--- config.mk ---
export PLATFORM = sky130hd
export DESIGN_NAME = arpc_cfg_flat
export DESIGN_NICKNAME = d
export VERILOG_FILES = /design/src/arpc_pkg.sv /design/src/arpc_if.sv /design/src/arpc_cfg.sv /design/src/flat_wrapper.sv
export SDC_FILE = /design/constraint.sdc
export NUM_CORES = 1
export LEC_CHECK = 0
export CAP_MARGIN = 20
export CORE_ASPECT_RATIO = 2
export CORE_MARGIN = 10
export CORE_UTILIZATION = 55
export CTS_BUF_LIST = sky130_fd_sc_hd__clkbuf_8
export DETAILED_ROUTE_END_ITERATION = 10
export DONT_BUFFER_PORTS = 1
export PLACE_DENSITY = 0.73
export REMOVE_ABC_BUFFERS = 1
export SETUP_SLACK_MARGIN = 0.15
export SLEW_MARGIN = 20
export SYNTH_ARGS = -nofsm -noshare
export SYNTH_HDL_FRONTEND = slang
export SYNTH_SLANG_ARGS = --single-unit
--- constraint.sdc ---
create_clock -name clock -period 0.8 [get_ports clock]
set_input_delay 0.04 -clock clock [delete_from_list [all_inputs] [get_ports clock]]
set_output_delay 0.04 -clock clock [all_outputs]
set_load 0.01 [all_outputs]
--- src/arpc_pkg.sv ---
`timescale 1ns / 1ps
// ============================================================================
// arpc_pkg
// Shared constants, codes and types of the ARP cache and responder.
// ============================================================================
package arpc_pkg;

   localparam int BUCKETS     = 16;
   localparam int WAYS        = 4;
   localparam int MAX_RESULTS = 64;

   localparam int  SET_W        = $clog2(BUCKETS);
   localparam int  WAY_W        = (WAYS > 1) ? $clog2(WAYS) : 1;
   localparam int  CNT_W        = $clog2(MAX_RESULTS + 1);
   localparam bit  BUCKETS_POW2 = ((BUCKETS & (BUCKETS - 1)) == 0);

   localparam logic [1:0] OP_PACKET = 2'd0;
   localparam logic [1:0] OP_QUERY  = 2'd1;
   localparam logic [1:0] OP_LOOKUP = 2'd2;
   localparam logic [1:0] OP_TICK   = 2'd3;

   localparam logic [15:0] OPER_REQUEST = 16'd1;
   localparam logic [15:0] OPER_REPLY   = 16'd2;

   localparam logic [2:0] K_LOOKUP   = 3'd0;
   localparam logic [2:0] K_REPLY    = 3'd1;
   localparam logic [2:0] K_RESOLVED = 3'd2;
   localparam logic [2:0] K_FAILED   = 3'd3;
   localparam logic [2:0] K_FULL     = 3'd4;
   localparam logic [2:0] K_PRESENT  = 3'd5;

   localparam logic [1:0] ST_ABSENT     = 2'd0;
   localparam logic [1:0] ST_INCOMPLETE = 2'd1;
   localparam logic [1:0] ST_RESOLVED   = 2'd2;
   localparam logic [1:0] ST_FAILED     = 2'd3;

   localparam logic [1:0] REG_OWN_IP      = 2'd0;
   localparam logic [1:0] REG_OWN_MAC     = 2'd1;
   localparam logic [1:0] REG_RETRY_COUNT = 2'd2;

   typedef struct packed {
      logic [31:0] ip;
      logic [47:0] mac;
      logic [1:0]  status;
      logic [3:0]  retries;
      logic        waiter;
   } entry_type;

   typedef entry_type [WAYS-1:0] row_type;

   typedef struct packed {
      logic [1:0]  op;
      logic [15:0] arp_oper;
      logic [47:0] frame_src_mac;
      logic [47:0] sender_mac;
      logic [31:0] sender_ip;
      logic [31:0] tgt_ip;
      logic [31:0] query_ip;
   } req_type;

   typedef struct packed {
      logic [2:0]  kind;
      logic [47:0] reply_target_mac;
      logic [31:0] reply_dst_ip;
      logic [31:0] entry_ip;
      logic [47:0] entry_mac;
      logic [1:0]  entry_state;
      logic        last;
   } rsp_type;

   typedef struct packed {
      logic [31:0] own_ip;
      logic [47:0] own_mac;
      logic [3:0]  retry_count;
   } cfg_type;

endpackage

--- src/arpc_if.sv ---


interface arpc_csr_if;
   logic        valid;
   logic        ready;
   logic [1:0]  index;
   logic [47:0] data;
   modport source (output valid, index, data, input ready);
   modport sink (input valid, index, data, output ready);
endinterface

--- src/arpc_cfg.sv ---
`timescale 1ns / 1ps
// ============================================================================
// arpc_cfg
// Configuration registers: own IP, own MAC and retry count.
// ============================================================================
module arpc_cfg (
   input  logic             clock,
   input  logic             reset,
   arpc_csr_if.sink         csr,
   output arpc_pkg::cfg_type cfg
);

   arpc_pkg::cfg_type cfg_ff;

   assign csr.ready = 1'b1;
   assign cfg       = cfg_ff;

   always_ff @(posedge clock) begin
      if (reset) begin
         cfg_ff.own_ip      <= '0;
         cfg_ff.own_mac     <= '0;
         cfg_ff.retry_count <= 4'd7;
      end else if (csr.valid) begin
         unique case (csr.index)
            arpc_pkg::REG_OWN_IP:      cfg_ff.own_ip      <= csr.data[31:0];
            arpc_pkg::REG_OWN_MAC:     cfg_ff.own_mac     <= csr.data;
            arpc_pkg::REG_RETRY_COUNT: cfg_ff.retry_count <= csr.data[3:0];
            default: ;
         endcase
      end
   end

endmodule

--- src/flat_wrapper.sv ---
// flat-port wrapper written by rule: the top's interface ports become plain ports
module arpc_cfg_flat 
  (clock, reset, cfg, csr_valid, csr_index, csr_data, csr_ready);
  arpc_csr_if csr_i ();
  input  logic clock;
  input  logic reset;
  output arpc_pkg::cfg_type cfg;
  input wire logic [$bits(csr_i.valid)-1:0] csr_valid;
  input wire logic [$bits(csr_i.index)-1:0] csr_index;
  input wire logic [$bits(csr_i.data)-1:0] csr_data;
  output wire logic [$bits(csr_i.ready)-1:0] csr_ready;
  assign csr_i.valid = csr_valid;
  assign csr_i.index = csr_index;
  assign csr_i.data = csr_data;
  assign csr_ready = csr_i.ready;
  arpc_cfg u_core (.clock(clock), .reset(reset), .csr(csr_i), .cfg(cfg));
endmodule
# [Word-level counts from Yosys, hierarchy flattened]
# Cells that the tools add are included.
[classes] n_addsub=0 mul=0 n_div=0 n_lt_le_gt_ge=0 eq_ne=2 shifts=0 muxes=0 bitwise=0 n_reduce_logical=4
[ops] op="AND reduction 2 bit" count=3
[ops] op="== test 2 x 1 -> 1 bit, second input constant" count=1
[ops] op="== test 2 bit, second input constant" count=1
[ops] op="zero test 2 bit" count=1
[totals] ff_bits=84 latch_bits=0 mem_bits_rw=0 mem_bits_ro=0 inputBits=53 elab_cells=9 mem_count=0

# [Logic depth before layout (Yosys ltp)]
# Gate-level depths: netlist of run 1.
[depth] word_depth=2 depth_mapped=5

# [Worst setup path after synthesis of run 1]
# No wires, ideal clock.
[synth_path] path_type="input to register" from="input port reset" to="register u_core.cfg_ff, in the netlist u_core.cfg[63]" t_arrival_ps=699 required_ps=680 setup_slack_ps=-18 path_stages=5 path_buffers=3 cell_sequence="buf_2 > buf_2 > clkbuf_1 > nand2b_1 > mux2i_1"
[synth_lines] element="from (decl)" line_no="flat_wrapper.sv:6" source="input logic reset;"
[synth_lines] element="to (decl)" line_no="arpc_cfg.sv:13" source="arpc_pkg::cfg_type cfg_ff;"

# [Worst setup path after layout of run 1]
[layout_path] from="register u_core.cfg_ff, in the netlist u_core.cfg[29]" to="output port cfg[29] in the netlist's numbering"
[layout_lines] element="to (decl)" line_no="flat_wrapper.sv:7" source="output arpc_pkg::cfg_type cfg;"
# No word-level cell between the ends.

==> results of run 1 <==
[power groups by stage]
stage          clock network, uW  registers, uW  logic (uW)
6_report                    2620           4460        1230
3_3_place_gp                   0           4510         752
2_1_floorplan                  0           4570         412
3_5_place_dp                   0           4520         768
4_1_cts                     2610           4470        1060
5_1_grt                     2780           4480        1300
[path summary, 6_finish.rpt]
path | cells past startpoint | slack, ns | endpoint
worst max-delay path | 1 | -0.08 | cfg[29]
worst min register to register | 2 | 0.48 | u_core.cfg[42]$_SDFFE_PP0P_
worst max register to register | 3 | 0.02 | u_core.cfg[65]$_SDFFE_PP0P_
worst min-delay path | 2 | -0.15 | u_core.cfg[42]$_SDFFE_PP0P_
[metrics by stage]
step	instances	worst slack, ns
2_1_floorplan	309	-1.04
3_3_place_gp	471	-0.0232
3_5_place_dp	471	-0.0444
4_1_cts	543	-0.0598
5_1_grt	566	-0.0956
6_report	566	-0.0769
[cell families (layout without fill, tap and decap cells)]
family / Yosys count / in the layout / synth area share, %
buffers and inverters: 27 / 171 / 4.96
DFF: 84 / 84 / 47.0
muxes: 84 / 84 / 23.5
other: 1 / 1 / 0.105
and+or+nand+nor: 140 / 140 / 24.5
[worst reg2reg max path, cell delays in order, from the launching register on]
cell and delay (ns):
dfxtp_2 0.35, buf_6 0.11, nand2b_4 0.05, mux2i_1 0.18
[per-layer routing]
layer / part of all wire, % / track usage (%)
met5: 0 / 0
met4: 2.9 / 10.2
met3: 7.2 / 7.76
met2: 55 / 35.1
met1: 34 / 18.5
[area by class of cell]
class	count	area, um^2	share of cell area, %
multi-input cells	225	1870	33.4
flip-flops and latches	84	1810	32.3
repair buffers	155	1660	29.5
clock buffers	10	138	2.45
well taps	86	108	1.91
clock inverters	6	25.0	0.445
[what timing repair did]
action / in CTS / in global routing
setup endpoints to repair: 92 / 120
setup buffers: 11 / 21
pin swaps: 0 / 3
endpoints found under the hold margin: 84 / 84
hold buffers: 45 / 2
resized for setup: 157 / 51
[placed cells by master, fill, tap and decap left out]
cell,count
or3b_1,1
and3b_2,1
inv_1,4
mux2i_1,83
nand2b_1,112
nand3b_1,1
dfxtp_4,11
clkbuf_8,10
buf_12,3
mux2i_2,1
nor3b_4,1
dlygate4sd3_1,47
buf_4,14
conb_1,1
nor2_4,2
nand2b_4,17
clkinv_2,2
and3b_1,1
dfxtp_2,73
nor2_1,4
buf_6,91
==> results by group, run 1 <==
Routing
  • Number of violations reported at the end of detailed-routing iteration 0: roughly 140
  • Average detailed-routed wire length per instance: 20.3 um
  • Via Count: 2,835
  • Routed via count divided by cell count: 5.01
  • Total wire length after detailed routing: 11,500 um
  • Post-route antenna net violation count: 0
  • Router iterations before antenna repair: 6
  • Remaining design rule violation count: 0

Power and ir drop
  • Total chip power: 8310 uW
  • Net switching power: just over 2000 uW
  • Switching share of power: about a quarter
  • Gate power share: between 10% and 20%
  • Pwr/cell area: ~1500 nW/um^2
  • Leakage Power: about 0.0025 uW
  • Internal Power: approximately 6300 uW
  • Clock power frac: between 30% and 40%
  • Sequential power share: between 50 and 60%
  • Peak supply drop: 1.48 mV

Setup path
  • Largest driver fanout on the critical path: 2
  • Worst path max stage delay: 0.36 ns
  • Worst Path Required: ~0.76 ns
  • Crit path from: u_core.cfg[29]$_SDFFE_PP0P_
  • Worst endpoint data arrival time: approximately 0.84 ns
  • Top Family by Delay on Critical Path: flip-flops
  • Critical path class: reg -> out
  • Cell type of the slowest stage on the worst timing path: dfxtp_2
  • Number of buffer and inverter instances along the worst setup path: 1
  • Type of element capturing the critical path: output port
  • FF-to-FF Start: u_core.cfg[65]$_SDFFE_PP0P_
  • Kind of launch point of the worst setup path: flop
  • Cell breakdown of the critical path: buf_6

Yosys
  • Top_reg_cell synth: dfxtp_1
  • Largest area contributor in the synthesized netlist: dfxtp_1
  • Proportion of register bits with asynchronous set or reset after synthesis: 0%
  • Syn. warnings: 0
  • Count of flip-flops with a built-in enable after synthesis: 0
  • Library cell with the highest instance count after synthesis: nand2b_1
  • Top post-synthesis cells by count: 129 x nand2b_1, 84 x dfxtp_1, 84 x mux2i_1
  • Post-synthesis area per instance: about 11 um^2
  • Cells after Synth: around 340
  • Top cells by area in the synthesized netlist: dfxtp_1 47%, mux2i_1 23%, nand2b_1 23%
  • Count of unique library cells instantiated by Yosys: 14
  • Area share of the leading cell type in the synthesized netlist: between 40% and 50%
  • Area of the mapped netlist: 3580 um^2
  • Yosys reg bits: between 80 and 90
  • Share of the yosys chip area belonging to registers: between 40% and 50%

Finish
  • Final-stage net count: between 500 and 600
  • Final std cell area, no fill: about 5600 um^2
  • Number of flip-flops in the largest register: 84
  • Synth-to-layout area growth: 56.9%
  • Final design utilization: 89.1%
  • Share of post-route cells with drive strength above 1: a little under half
  • Count of fill cells added during filler insertion: between 200 and 300
  • Diodes inserted: 0

Worst hold path
  • Worst min-delay path startpoint: reset
  • Type of the worst min-delay path: in -> reg

GRT
  • Initial antenna violation count: 0
  • Wire length of the first global-routing pass: approximately 16,000 um
  • Final global-route overflow total: 0
  • Largest net degree at the start of global routing: 136
  • GRT Resource Usage Total: 19.5%
  • Via count of the first global-routing pass: 2,974

Timing
  • Setup clock skew after layout: 0 ns
  • Highest attainable clock frequency: ~1100 MHz
  • Final worst hold slack: -0.147 ns
  • Final setup viols: 72
  • Worst Setup Slack, final: -0.0769 ns
  • Final hold violations: between 80 and 90
  • Unrepaired setup endpoints after global routing: yes
  • Final TNS setup: -3.27 ns
  • Number of pins exceeding their max-slew limit in the final report: 0
  • Final min period: roughly 0.9 ns
  • Crit share post-route: 110%

Clock tree
  • Clock latency reported for the late side of the worst-skew pair: roughly 0.35 ns
  • Clock tree from TritonCTS: yes
  • Cell chosen for the clock root: clkbuf_8
  • Sink Count: 84
  • Number of H-tree levels: 3
  • CTS Buf Count: 9
  • Maximum count of clock buffers along a single path: 2
  • Clock-pin slew reported for the worst setup and hold paths after clock tree synthesis: 0.08 ns

Run status
  • Status: finished, violations left
  • Failing checks: hold timing, setup timing

Floorplan
  • Number of standard-cell rows in the floorplan: 41
  • Horizontal extent of the die: 77.1 um
  • Floorplan Core Area: approximately 6300 um^2
  • Die outline area: approximately 10,000 um^2
  • Vertical die dimension: about 130 um
  • Effective utilization at floorplan: a little under three fifths
  • Boundary Pins: about 140

Placement
  • Post-DP Area: between 4000 and 5000 um^2
  • IO Port Bufs: 0
  • Weighted congestion at the end of routability-driven global placement: approximately 0.68
  • Estimated wirelength of the detail-placed design: around 6000 um

Run
  • Max capacitance violation total: 0
Note: power is estimated with default switching activity, not from simulation.
==> run 2: changes to the inputs <==
--- a/constraint.sdc
+++ b/constraint.sdc
@@ -3,2 +3,2 @@
 set_output_delay 0.04 -clock clock [all_outputs]
-set_load 0.01 [all_outputs]
+set_load 0.02 [all_outputs]
==> run 2 against run 1 <==
  * The flow still finishes with violations (hold timing, setup timing)
  * Critical path type is now reg -> reg
  * Setup slack worse by 0.054 ns
  * Clock power up 15%
  * Total power up 8.7%
  * Hold slack better by 0.018 ns
  * Flip-flop and latch count unchanged
  * Largest cell class unchanged
  * Largest power group unchanged
  * Sequential power up 0.9%
  * Final cell count up 4.2%
==> results by group, run 2 (synthesized netlist as in run 1, its figures left out) <==
Clock tree
  • Number of buffers inserted by hold repair at cts: between 40 and 50
  • Maximum count of clock buffers along a single path: 2
  • CTS Buf Count: 9
  • Sink Count: 84
  • Clock tree from TritonCTS: yes
  • Number of H-tree levels: 3
  • Clock-pin slew reported for the worst setup and hold paths after clock tree synthesis: about 0.080 ns
  • Clock latency reported for the late side of the worst-skew pair: roughly 0.36 ns
  • Cell chosen for the clock root: clkbuf_8

Power and ir drop
  • Total chip power: between 9000 and 10,000 uW
  • Leakage Power: about 0.0027 uW
  • Pwr/cell area: roughly 1500 nW/um^2
  • Peak supply drop: between 1.5 and 2 mV

Finish
  • Most frequent standard cell in the layout excluding fill and tap cells: buf_6
  • Share of post-route cells with drive strength above 1: between 50% and 60%
  • Final-stage net count: ~550
  • Final design utilization: a little over nine tenths
  • Commonest cells after routing, fill and taps aside: 111 x buf_6, 103 x nand2b_1, 84 x dfxtp_2, 80 x mux2i_1, 46 x dlygate4sd3_1
  • Synth-to-layout area growth: 66.2%
  • Number of flip-flops in the largest register: 84

GRT
  • Wire length of the first global-routing pass: 17,400 um
  • GRT Resource Usage Total: between 20% and 30%
  • Largest net degree at the start of global routing: around 140
  • Final global-route overflow total: 0
  • Via count of the first global-routing pass: about 3,300
  • Initial antenna violation count: 1

Setup path
  • Cell breakdown of the critical path: buf_4, nand2b_4, mux2i_1
  • Type of element capturing the critical path: flop
  • Number of buffer and inverter instances along the worst setup path: 1
  • Worst Path Required: about 1.1 ns
  • Critical path class: reg -> reg
  • Kind of launch point of the worst setup path: flop
  • Worst endpoint data arrival time: approximately 1.2 ns
  • Largest driver fanout on the critical path: 2
  • Cell type of the slowest stage on the worst timing path: dfxtp_2
  • Top Family by Delay on Critical Path: flip-flops
  • Worst path max stage delay: 0.38 ns

Floorplan
  • Horizontal extent of the die: a little under 80 um
  • Vertical die dimension: ~130 um
  • Floorplan Core Area: between 6000 and 7000 um^2
  • Die outline area: approximately 10,000 um^2
  • Number of standard-cell rows in the floorplan: 41
  • Boundary Pins: ~140
  • Effective utilization at floorplan: between 50% and 60%

Routing
  • Routed via count divided by cell count: about 5.5
  • Number of violations reported at the end of detailed-routing iteration 0: 271
  • Remaining design rule violation count: 0
  • Average detailed-routed wire length per instance: between 20 and 30 um
  • Router iterations before antenna repair: 5
  • Via Count: around 3,200
  • Post-route antenna net violation count: 0
  • Total wire length after detailed routing: about 15,000 um

Run status
  • Status: finished, violations left
  • Failing checks: hold timing, setup timing

Worst hold path
  • Type of the worst min-delay path: in -> reg

Timing
  • Unrepaired setup endpoints after global routing: yes
  • Worst Setup Slack, final: -0.131 ns
  • Number of pins exceeding their max-slew limit in the final report: 0
  • Crit share post-route: 116%
  • Final hold violations: 67
  • Final min period: roughly 0.93 ns
  • Final worst hold slack: -0.129 ns
  • Highest attainable clock frequency: 1070 MHz
  • Final setup viols: 89
  • Setup clock skew after layout: 0 ns

Placement
  • Weighted congestion at the end of routability-driven global placement: ~0.75
  • Estimated wirelength of the detail-placed design: 6120 um
  • IO Port Bufs: 0

Run
  • Max capacitance violation total: 0
[run 2: changes by cell type in the layout (fill, tap and decap cells not counted), sizes merged]
cell	delta
buf	+25
clkbuf	+3
inv	-3
clkinv	-1
diode	+1
dlygate4sd3	-1
[run 2: final timing paths]
path	startpoint	end	slack, ns	depth (start not counted)
setup reg to reg	u_core.cfg[20]$_SDFFE_PP0P_	u_core.cfg[20]$_SDFFE_PP0P_	-0.13	3
hold reg to reg	u_core.cfg[56]$_SDFFE_PP0P_	u_core.cfg[56]$_SDFFE_PP0P_	0.48	2
hold / removal	reset	u_core.cfg[70]$_SDFFE_PP0P_	-0.13	2
setup / recovery	u_core.cfg[20]$_SDFFE_PP0P_	u_core.cfg[20]$_SDFFE_PP0P_	-0.13	3
[run 2: through the flow]
step | setup TNS (ns) | hold WS (ns) | worst slack (ns) | std cells | area [um^2]
finish | -6.71 | -0.129 | -0.131 | 590 | 5950
global route | -7.90 | -0.117 | -0.133 | 590 | 5950
CTS | -4.80 | -0.149 | -0.0716 | 562 | 5420
detailed placement | -0.236 | 0.205 | -0.0227 | 483 | 4220
global placement | -0.206 | 0.196 | -0.0305 | 483 | 4220
floorplan | -51.92 | 0.195 | -1.04 | 309 | 3400
[run 2: repair_timing]
| action | CTS | global route |
|---|---|---|
| cloned | 0 | 0 |
| endpoints found under the setup margin | 84 | 132 |
| resized for setup | 168 | 61 |
| pin swaps | 0 | 0 |
| endpoints found under the hold margin | 84 | 84 |
| setup buffers | 18 | 27 |
[run 2: where the power goes]
part	leakage (uW)	switching (uW)	internal, uW
registers	0.000719	141	4360
logic	0.00184	660	877
clock network	0.000103	1560	1440
[run 2: cell type report]
type	count	area [um^2]
diodes	1	2.50
clock buffers	13	179
clock inverters	2	8.76
fillers	159	358
multi-input cells	225	1950
flip-flops and latches	84	1790
well taps	86	108
repair buffers	179	1910
[run 2: worst register-to-register path, stage by stage (launching register included)]
cell,delay [ns]
dfxtp_2,0.38
buf_4,0.14
nand2b_4,0.05
mux2i_1,0.25
[run 2: metal layers]
layer  wire [um]  track usage [%]  vias up
met3         947             6.96       61
li1            -                -     1413
met2        7970             37.9      174
met1        4970             20.7     1571
met4         942             11.4        0
met5           0                0        -
